## src/design/wrr_pkg.sv

```systemverilog
// Shared widths, codes and types for the wrapping RAM with range operations.
package wrr_pkg;

	localparam int DEPTH_DEF     = 1024;
	localparam int WORD_BITS_DEF = 32;

	localparam int FUNC_W   = 3;
	localparam int ADDR_W   = 32;
	localparam int OFFSET_W = 10;
	localparam int LEN_W    = 11;
	localparam int DATA_W   = 32;

	typedef enum logic [FUNC_W-1:0] {
		FN_READ  = 3'd0,
		FN_WRITE = 3'd1,
		FN_CLEAR = 3'd2,
		FN_COUNT = 3'd3,
		FN_TEST  = 3'd4
	} func_t;

	typedef enum logic [1:0] {
		ST_INIT,
		ST_IDLE,
		ST_WALK,
		ST_DRAIN
	} state_t;

	typedef struct packed {
		logic [DATA_W-1:0] read_data;
		logic [LEN_W-1:0]  zero_count;
		logic              all_zero;
		logic              status;
	} result_t;

endpackage

```

## src/design/wrr_if.sv

```systemverilog
// Request and result channel interfaces.
interface wrr_req_if import wrr_pkg::*; ();
	logic                valid;
	logic                ready;
	logic [FUNC_W-1:0]   func;
	logic [ADDR_W-1:0]   address;
	logic [OFFSET_W-1:0] offset;
	logic [LEN_W-1:0]    length;
	logic [DATA_W-1:0]   write_data;

	modport source(output valid, func, address, offset, length, write_data, input ready);
	modport sink(input valid, func, address, offset, length, write_data, output ready);
endinterface

interface wrr_rsp_if import wrr_pkg::*; ();
	logic              valid;
	logic              ready;
	logic [DATA_W-1:0] read_data;
	logic [LEN_W-1:0]  zero_count;
	logic              all_zero;
	logic              status;

	modport source(output valid, read_data, zero_count, all_zero, status, input ready);
	modport sink(input valid, read_data, zero_count, all_zero, status, output ready);
endinterface

```

## src/design/wrr_ctrl.sv

```systemverilog
// Request decode, range walk sequencer and result register.
module wrr_ctrl import wrr_pkg::*; #(
	parameter int DEPTH     = DEPTH_DEF,
	parameter int WORD_BITS = WORD_BITS_DEF
) (
	input  logic                     clk,
	input  logic                     arst_n,
	wrr_req_if.sink                  req,
	wrr_rsp_if.source                rsp,
	output logic                     mem_we,
	output logic                     mem_re,
	output logic [$clog2(DEPTH)-1:0] mem_addr,
	output logic [WORD_BITS-1:0]     mem_wdata,
	input  logic [WORD_BITS-1:0]     mem_rdata
);

	localparam int AW = $clog2(DEPTH);
	localparam int CW = (AW + 1 > LEN_W) ? AW + 1 : LEN_W;

	state_t            state_q, state_d;
	logic [AW-1:0]     init_addr_q;
	logic [AW-1:0]     addr_q;
	logic [LEN_W-1:0]  rem_q;
	func_t             op_q;
	logic [LEN_W-1:0]  zc_q;
	logic              nz_q;
	logic              out_valid_q;
	result_t           out_q;

	logic              acc;
	logic              slot_free;
	logic              refused;
	logic              too_long;
	logic              off_bad;
	logic              len_zero;
	logic              len_one;
	logic [AW-1:0]     start;
	logic [AW-1:0]     single_addr;
	func_t             fn;
	logic              load_out;
	result_t           out_d;
	logic              rd_zero;

	assign fn          = func_t'(req.func);
	assign start       = req.address[AW-1:0];
	assign single_addr = start + AW'(req.offset);
	assign too_long    = CW'(req.length) > CW'(DEPTH);
	assign off_bad     = LEN_W'(req.offset) >= req.length;
	assign len_zero    = req.length == '0;
	assign len_one     = req.length == LEN_W'(1);
	assign refused     = (req.func > FN_TEST) || too_long ||
	                     ((fn == FN_READ || fn == FN_WRITE) && off_bad);
	assign rd_zero     = mem_rdata == '0;

	assign slot_free = !out_valid_q || rsp.ready;
	assign req.ready = (state_q == ST_IDLE) && slot_free;
	assign acc       = req.valid && req.ready;

	// next state
	always_comb begin
		state_d = state_q;
		unique case (state_q)
			ST_INIT: begin
				if (init_addr_q == AW'(DEPTH - 1)) state_d = ST_IDLE;
			end
			ST_IDLE: begin
				if (acc && !refused) begin
					unique case (fn)
						FN_READ: state_d = ST_DRAIN;
						FN_CLEAR: begin
							if (!len_zero && !len_one) state_d = ST_WALK;
						end
						FN_COUNT, FN_TEST: begin
							if (len_one) state_d = ST_DRAIN;
							else if (!len_zero) state_d = ST_WALK;
						end
						default: state_d = ST_IDLE;
					endcase
				end
			end
			ST_WALK: begin
				if (rem_q == LEN_W'(1)) state_d = (op_q == FN_CLEAR) ? ST_IDLE : ST_DRAIN;
			end
			ST_DRAIN: state_d = ST_IDLE;
			default: state_d = ST_IDLE;
		endcase
	end

	// memory commands and result
	always_comb begin
		mem_we    = 1'b0;
		mem_re    = 1'b0;
		mem_addr  = '0;
		mem_wdata = '0;
		load_out  = 1'b0;
		out_d     = '0;
		unique case (state_q)
			ST_INIT: begin
				mem_we   = 1'b1;
				mem_addr = init_addr_q;
			end
			ST_IDLE: begin
				if (acc) begin
					if (refused) begin
						load_out     = 1'b1;
						out_d.status = 1'b1;
					end else begin
						unique case (fn)
							FN_READ: begin
								mem_re   = 1'b1;
								mem_addr = single_addr;
							end
							FN_WRITE: begin
								mem_we    = 1'b1;
								mem_addr  = single_addr;
								mem_wdata = WORD_BITS'(req.write_data);
								load_out  = 1'b1;
							end
							FN_CLEAR: begin
								mem_we   = !len_zero;
								mem_addr = start;
								load_out = len_zero || len_one;
							end
							FN_COUNT, FN_TEST: begin
								mem_re         = !len_zero;
								mem_addr       = start;
								load_out       = len_zero;
								out_d.all_zero = fn == FN_TEST;
							end
							default: begin
								load_out     = 1'b1;
								out_d.status = 1'b1;
							end
						endcase
					end
				end
			end
			ST_WALK: begin
				mem_addr = addr_q;
				if (op_q == FN_CLEAR) begin
					mem_we   = 1'b1;
					load_out = rem_q == LEN_W'(1);
				end else begin
					mem_re = 1'b1;
				end
			end
			ST_DRAIN: begin
				load_out = 1'b1;
				unique case (op_q)
					FN_READ:  out_d.read_data  = DATA_W'(mem_rdata);
					FN_COUNT: out_d.zero_count = zc_q + LEN_W'(rd_zero);
					FN_TEST:  out_d.all_zero   = !nz_q && rd_zero;
					default:  out_d            = '0;
				endcase
			end
			default: begin
				mem_we = 1'b0;
			end
		endcase
	end

	always_ff @(posedge clk or negedge arst_n) begin
		if (!arst_n) begin
			state_q     <= ST_INIT;
			init_addr_q <= '0;
			out_valid_q <= 1'b0;
		end else begin
			state_q <= state_d;
			if (state_q == ST_INIT) init_addr_q <= init_addr_q + AW'(1);
			if (load_out) out_valid_q <= 1'b1;
			else if (rsp.ready) out_valid_q <= 1'b0;
		end
	end

	// walk registers: address of the next word, words left, running tallies
	always_ff @(posedge clk) begin
		if (acc) begin
			op_q   <= fn;
			addr_q <= start + AW'(1);
			rem_q  <= req.length - LEN_W'(1);
			zc_q   <= '0;
			nz_q   <= 1'b0;
		end else if (state_q == ST_WALK) begin
			addr_q <= addr_q + AW'(1);
			rem_q  <= rem_q - LEN_W'(1);
			zc_q   <= zc_q + LEN_W'(rd_zero);
			nz_q   <= nz_q || !rd_zero;
		end
		if (load_out) out_q <= out_d;
	end

	assign rsp.valid      = out_valid_q;
	assign rsp.read_data  = out_q.read_data;
	assign rsp.zero_count = out_q.zero_count;
	assign rsp.all_zero   = out_q.all_zero;
	assign rsp.status     = out_q.status;

	a_no_overwrite: assert property (@(posedge clk) disable iff (!arst_n)
		load_out |-> (!out_valid_q || rsp.ready))
		else $error("result word overwritten before it was taken");

	a_port_exclusive: assert property (@(posedge clk) disable iff (!arst_n)
		!(mem_we && mem_re))
		else $error("memory read and write in the same cycle");

	a_drain_after_read: assert property (@(posedge clk) disable iff (!arst_n)
		state_q == ST_DRAIN |-> $past(mem_re))
		else $error("drain without a read issued the cycle before");

	a_walk_nonempty: assert property (@(posedge clk) disable iff (!arst_n)
		state_q == ST_WALK |-> rem_q != '0)
		else $error("range walk with no words left");

endmodule
```

## src/flat_wrapper.sv

```systemverilog
// flat-port wrapper written by rule: the top's interface ports become plain ports
module wrr_ctrl_flat import wrr_pkg::*;
#(
	parameter int DEPTH     = DEPTH_DEF,
	parameter int WORD_BITS = WORD_BITS_DEF
)
  (clk, arst_n, mem_we, mem_re, mem_addr, mem_wdata, mem_rdata, req_valid, req_func, req_address, req_offset, req_length, req_write_data, req_ready, rsp_valid, rsp_read_data, rsp_zero_count, rsp_all_zero, rsp_status, rsp_ready);
  wrr_req_if req_i ();
  wrr_rsp_if rsp_i ();
  input  logic clk;
  input  logic arst_n;
  output logic mem_we;
  output logic mem_re;
  output logic [$clog2(DEPTH)-1:0] mem_addr;
  output logic [WORD_BITS-1:0] mem_wdata;
  input  logic [WORD_BITS-1:0] mem_rdata;
  input wire logic [$bits(req_i.valid)-1:0] req_valid;
  input wire logic [$bits(req_i.func)-1:0] req_func;
  input wire logic [$bits(req_i.address)-1:0] req_address;
  input wire logic [$bits(req_i.offset)-1:0] req_offset;
  input wire logic [$bits(req_i.length)-1:0] req_length;
  input wire logic [$bits(req_i.write_data)-1:0] req_write_data;
  output wire logic [$bits(req_i.ready)-1:0] req_ready;
  output wire logic [$bits(rsp_i.valid)-1:0] rsp_valid;
  output wire logic [$bits(rsp_i.read_data)-1:0] rsp_read_data;
  output wire logic [$bits(rsp_i.zero_count)-1:0] rsp_zero_count;
  output wire logic [$bits(rsp_i.all_zero)-1:0] rsp_all_zero;
  output wire logic [$bits(rsp_i.status)-1:0] rsp_status;
  input wire logic [$bits(rsp_i.ready)-1:0] rsp_ready;
  assign req_i.valid = req_valid;
  assign req_i.func = req_func;
  assign req_i.address = req_address;
  assign req_i.offset = req_offset;
  assign req_i.length = req_length;
  assign req_i.write_data = req_write_data;
  assign req_ready = req_i.ready;
  assign rsp_valid = rsp_i.valid;
  assign rsp_read_data = rsp_i.read_data;
  assign rsp_zero_count = rsp_i.zero_count;
  assign rsp_all_zero = rsp_i.all_zero;
  assign rsp_status = rsp_i.status;
  assign rsp_i.ready = rsp_ready;
  wrr_ctrl #(.DEPTH(DEPTH), .WORD_BITS(WORD_BITS)) u_core (.clk(clk), .arst_n(arst_n), .req(req_i), .rsp(rsp_i), .mem_we(mem_we), .mem_re(mem_re), .mem_addr(mem_addr), .mem_wdata(mem_wdata), .mem_rdata(mem_rdata));
endmodule
```

## config.mk

```make
export PLATFORM = sky130hd
export DESIGN_NAME = wrr_ctrl_flat
export DESIGN_NICKNAME = d
export VERILOG_FILES = /design/src/design/wrr_pkg.sv /design/src/design/wrr_if.sv /design/src/design/wrr_ctrl.sv /design/src/flat_wrapper.sv
export SDC_FILE = /design/constraint.sdc
export NUM_CORES = 1
export LEC_CHECK = 0
export BUFFER_PORTS_ARGS = -buffer_cell sky130_fd_sc_hd__buf_2
export CORE_MARGIN = 2
export CORE_UTILIZATION = 51
export DETAILED_ROUTE_END_ITERATION = 16
export GPL_ROUTABILITY_DRIVEN = 0
export MAX_ROUTING_LAYER = met4
export PLACE_DENSITY_LB_ADDON = 0.05
export SLEW_MARGIN = 30
export SYNTH_ARGS = -nofsm -noshare
export SYNTH_HDL_FRONTEND = slang
export SYNTH_SLANG_ARGS = --single-unit
```

## constraint.sdc

```tcl
create_clock -name clk -period 3.94 [get_ports clk]
set_input_delay 0.394 -clock clk [delete_from_list [all_inputs] [get_ports clk]]
set_output_delay 0.394 -clock clk [all_outputs]
set_load 0.01 [all_outputs]
```

; Word-level counts from Yosys, hierarchy flattened
; Cells that the tools add are included.
[classes]
add_sub_neg = 7
order_cmp = 3
eq_ne = 18
mux = 45
reduce_logical = 32
[ops]
columns = cell, count
row1 = $mux W32, 4
row2 = $mux W10, 4
row3 = $logic_not A32 Y1, 1
row4 = $add A10 B1 Y10 const B, 3
row5 = $pmux W10 S3, 1
row6 = $eq A11 B1 Y1 const B, 2
row7 = $mux W11, 2
row8 = $sub A11 B1 Y11 const B, 2
row9 = $pmux W10 S2, 1
row10 = $mux W1, 16
row11 = $mux W2, 8
row12 = $eq A3 B2 Y1 const B, 4
row13 = $add A11 B1 Y11, 1
row14 = $ge A10 B11 Y1, 1
row15 = $gt A11 B11 Y1 const B, 1
row16 = $logic_not A11 Y1, 1
row17 = $add A10 B10 Y10, 1
row18 = $eq A10 B10 Y1 const B, 1
row19 = $pmux W1 S3, 3
row20 = $pmux W2 S4, 1
row21 = $eq A3 B3 Y1 const B, 2
row22 = $logic_and A1 B1 Y1, 6
row23 = $logic_not A1 Y1, 6
row24 = $logic_not A3 Y1, 2
row25 = other kinds (19), 31
[word_totals]
reg_bits = 94
out_inout_bits = 91

; Depth between registers and ports, before layout
[logic_depth]
ltp_word = 8
ltp_mapped = 11

; Worst setup path before layout
; OpenSTA, ideal clock, no wires.
[synth_path]
path_type = input-to-reg
start = input req_length[1]
end = register u_core.out_q, in the netlist u_core.rsp.all_zero (enable)
setup_ns = 0.399
arrival_ns = 2.632
required_time_ns = 3.541
setup_slack_ns = 0.908
path_stages = 9
path_buffers = 0
path_cell_list = inv_1 > ha_1 > nand2_1 > o21ai_0 > a21oi_1 > o311ai_4 > o31ai_1 > a21o_1 > inv_1
[synth_via]
elab_chain_len = 6
[synth_rtl]
columns = item, line
row1 = start: declaration, flat_wrapper.sv:21  ; input wire logic [$bits(req_i.length)-1:0] req_length;
row2 = $gt A11 B11 Y1 (tied with other cells), wrr_ctrl.sv:47  ; assign too_long = CW'(req.length) > CW'(DEPTH);
row3 = $logic_or A1 B1 Y1 (tied with other cells), wrr_ctrl.sv:51  ; assign refused = (req.func > FN_TEST) || too_long ||
row4 = $logic_or A1 B1 Y1 or $pmux W1 S3 (tied branches), "wrr_ctrl.sv:51, wrr_ctrl.sv:108"
row5 = $mux W1 *, wrr_ctrl.sv:104  ; if (refused) begin
row6 = $mux W1 *, wrr_ctrl.sv:103  ; if (acc) begin
row7 = $pmux W1 S3 *, wrr_ctrl.sv:97  ; unique case (state_q)
row8 = named net u_core.load_out, wrr_ctrl.sv:40  ; logic load_out;
row9 = end signal: assignment, wrr_ctrl.sv:189  ; if (load_out) out_q <= out_d;
row10 = end: declaration, wrr_ctrl.sv:28  ; result_t out_q;
; Mark *: on every way through the listed nets, which the timed path passes. The rest lies on a longest branch.
; A chain may end at the register's enable or synchronous reset.

; Worst setup path in the final report
[layout_path]
start = input req_offset[0]
end = output mem_addr[6]
[layout_via]
elab_chain_len = 6
[layout_rtl]
columns = item, line
row1 = start: declaration, flat_wrapper.sv:20  ; input wire logic [$bits(req_i.offset)-1:0] req_offset;
row2 = "parallel branches: the longest is 3 deep, another holds $add A10 B10 Y10", -
row3 = $mux W10 *, wrr_ctrl.sv:104
row4 = $mux W10 *, wrr_ctrl.sv:103
row5 = $pmux W10 S3 *, wrr_ctrl.sv:97
row6 = end: declaration, flat_wrapper.sv:14  ; output logic [$clog2(DEPTH)-1:0] mem_addr;
; Every way passes the cells marked *.

==> impl_metrics.csv <==
group,metric,value,unit
flow_run,drv_cap,0,
finish,area_growth,23.7,%
clock_network,clk_pin_slew_worst_paths,70,ps
power,swShare,0.234,
timing,drv_slew,0,
floorplan,dieArea,0.0126,sq mm
detailed_routing,wl_per_cell,15.8,um
critical_path,worst-path-max-fanout,3,
critical_path,cp.depth,10,
critical_path,rrSetupSlack,1180,ps
floorplan,start_util,0.524,
critical_path,reg2reg_to,"u_core.rsp.read_data[3]",
global_routing,first_global_vias,4996,
worst_hold_path,min_path_type,"in2reg",
finish,final_nets,944,
clock_network,clockRootBuffer,"clkbuf_16",
global_routing,antenna_found_initial,0,
finish,diodes,0,
outcome,status,"complete, no violations",
timing,finalHoldViolCount,0,
power,power_frac_seq,0.490,
yosys,async_flop_share,0.138,
placed_design,hpwl,11500,um
floorplan,io_pins,215,
placed_design,placed_area,0.00708,sq mm
power,p_int,1.64,mW
yosys,synth.most_common_cell,"edfxtp_1",
timing,relSlewSlack,0.560,
worst_hold_path,min_path_cells,1,
clock_network,cts_resized,0,
yosys,synth-seq-cells,94,
critical_path,crit_path_end_kind,"output pin",
yosys,syn_area,0.00598,sq mm
critical_path,worst-setup-path-type,"in2out",
global_routing,track_usage,0.244,
clock_network,cts_hold_buffers,1,
critical_path,worst_path_dominant_cell_family,"compound AO/OA/AOI/OAI gates",
detailed_routing,drc,0,
detailed_routing,drtIter0Drc,390,
critical_path,reg2regPathDepth,8,
clock_network,cts_setup_buffers,0,
global_routing,grt_pass1_wl,24000,um
finish,fillers,965,
yosys,synthTopCellsByArea,"edfxtp_1 35%, ha_1 6.9%, dfrtp_1 5.4%",
detailed_routing,drt_pre_antenna_iters,7,
timing,fin_crit_sh,0.832,
power,power.density,289,mW/mm^2
placed_design,port_buffers,192,
yosys,synth_nets,754,
critical_path,cp.required,3550,ps
floorplan,die_w,112,um
yosys,dominantRegCellSynth,"edfxtp_1",
finish,final_area,0.00740,sq mm
power,p_comb_frac,0.095,
yosys,synth_warnings,0,
critical_path,reg2reg_from,"u_core.state_q[1]",
clock_network,cts_tree,"done",
critical_path,cp_num_buf_inv,2,
detailed_routing,viasPerCell,5.45,
floorplan,core,0.0114,sq mm
yosys,synth_cell_type_count,62,
yosys,netlist_instances,596,
power,p_switching,0.501,mW
global_routing,grt_overflow,0,
finish,drive_above_1_share,0.325,
clock_network,cts.sinks,94,
power,p_leak,3.18,nW
timing,tightest_slew,655,ps
clock_network,clock_path_buffers,2,
detailed_routing,wirelength,14800,um
yosys,yosysTopAreaCellShare,0.346,
detailed_routing,ant_nets,0,
yosys,synth_area_leader_cell,"edfxtp_1",
timing,finClkSkew,7.65,ps
critical_path,arrival,2880,ps
critical_path,worstSetupStartpoint,"req_offset[0]",
timing,tns,0,ps
power,clkPwrFrac,0.415,
detailed_routing,vias,5089,
worst_hold_path,hold-path-endpoint,"u_core.op_q[0]",
timing,fmax,305,MHz
clock_network,htree_levels,3,
global_routing,grt_max_degree,33,
power,max-vdd-ir-drop,386,uV
yosys,synth-edff-count,69,
critical_path,cpPeakStageDelay,640,ps
yosys,post_synth.cell_area_avg,10.0,sq um
clock_network,clk_latency,350,ps
critical_path,crit_slowest_cell,"or4b_2",
critical_path,startpoint_type,"primary input",
floorplan,num_rows,39,
timing,rsz0062_at_grt,"no",
timing,setup_viol,0,
finish,multi_input_area,0.00312,sq mm
critical_path,cp_cell_sequence,"buf_2, ha_1, fa_1, a21oi_1, o21ai_0, or4b_2, a31oi_1, o21ai_0, a21oi_1, buf_2",
finish,seqCellArea,0.00264,sq mm
timing,final.min_clock_period,3280,ps
worst_hold_path,min_from,"req_func[0]",
clock_network,cts_made_buffers,9,
floorplan,die_y,112,um
yosys,yosysSeqAreaShare,0.441,
yosys,yosys-top-cells-count,"69 x edfxtp_1, 59 x nor2_1, 52 x nand2_1, 45 x and2_1, 33 x ha_1",
## layout by cell type (no fill, tap or decap), drive strengths merged, types with 3 or more instances in the layout
master | synthesis | final
nand3 | 19 | 19
xor2 | 31 | 31
edfxtp | 69 | 69
buf | 7 | 203
nand2 | 52 | 52
clkinv | 0 | 4
nand3b | 3 | 3
dfxtp | 12 | 12
clkbuf | 18 | 9
nand4 | 8 | 8
dfrtp | 13 | 13
nor4 | 16 | 16
a222oi | 8 | 8
a21oi | 18 | 18
xnor2 | 26 | 26
o21ai | 21 | 21
a31oi | 5 | 5
nor3 | 6 | 6
and2 | 69 | 69
nor2 | 60 | 60
o31ai | 3 | 3
mux2i | 16 | 16
inv | 28 | 29
nor2b | 5 | 5
ha | 33 | 33
a22o | 3 | 3
nand2b | 3 | 3
and3 | 5 | 5
## per-layer routing
metal,wire length (um),GRT usage,share of wire,vias up
met4,345,0.0927,0.023,0
met3,971,0.0464,0.066,32
met2,7130,0.390,0.48,189
met1,6340,0.309,0.43,2372
met5,0,-,0,-
li1,-,-,-,2496
## flip-flops by register name, summed over array words and instances, names as in the netlist
| register | count |
|---|---|
| u_core.init_addr_q | 10 |
| u_core.rsp.all_zero | 1 |
| u_core.zc_q | 11 |
| u_core.addr_q | 10 |
| u_core.rsp.status | 1 |
| u_core.rsp.zero_count | 11 |
| u_core.op_q | 3 |
| u_core.state_q | 2 |
| u_core.rsp.valid | 1 |
| u_core.nz_q | 1 |
| u_core.rsp.read_data | 32 |
| u_core.rem_q | 11 |
## worst max-delay path by stage
stage	end
after global routing	u_core.rsp.read_data[3]
after detailed placement	u_core.rsp.read_data[8]
after floorplan	u_core.rsp.all_zero
final	mem_addr[6]
after global placement	u_core.rsp.read_data[13]
after CTS	mem_addr[6]
## power groups by stage
stage	clock network (mW)	registers (mW)	logic, mW
CTS	0.914	1.05	0.203
detailed placement	0	1.07	0.201
global route	0.951	1.05	0.229
floorplan	0	1.07	0.104
global placement	0	1.07	0.194
finish	0.889	1.05	0.203
## layout make-up
class | count | share of cell area
Multi-Input combinational cell | 449 | 0.421
Clock buffer | 9 | 0.0304
Clock inverter | 7 | 0.0110
Timing Repair Buffer | 204 | 0.142
Inverter | 28 | 0.0142
Tap cell | 143 | 0.0242
Sequential cell | 94 | 0.356
## through the flow
step | std cells | util | power [mW] | hold slack, ps | setup slack [ps]
after floorplan | 596 | - | 1.17 | 98.4 | 908
after global placement | 917 | 0.620 | 1.27 | 291 | 516
after detailed placement | 917 | 0.620 | 1.27 | 296 | 453
after CTS | 934 | 0.648 | 2.17 | 291 | 697
after global routing | 934 | 0.648 | 2.23 | 317 | 516
final | 934 | 0.648 | 2.14 | 316 | 662
## kinds of logic (layout without fill, tap and decap cells)
logic type,count (synthesis),in the layout,synth area share
DFF,94,94,0.441
muxes,18,18,0.0312
AOI/OAI and AO/OA,81,81,0.0947
xor gates and xnor gates,57,57,0.0834
buffers and inverters,53,248,0.0378
adders and majority gates,34,34,0.0724
and+or+nand+nor,259,259,0.240
No activity file was read; power rests on OpenSTA's default activity.
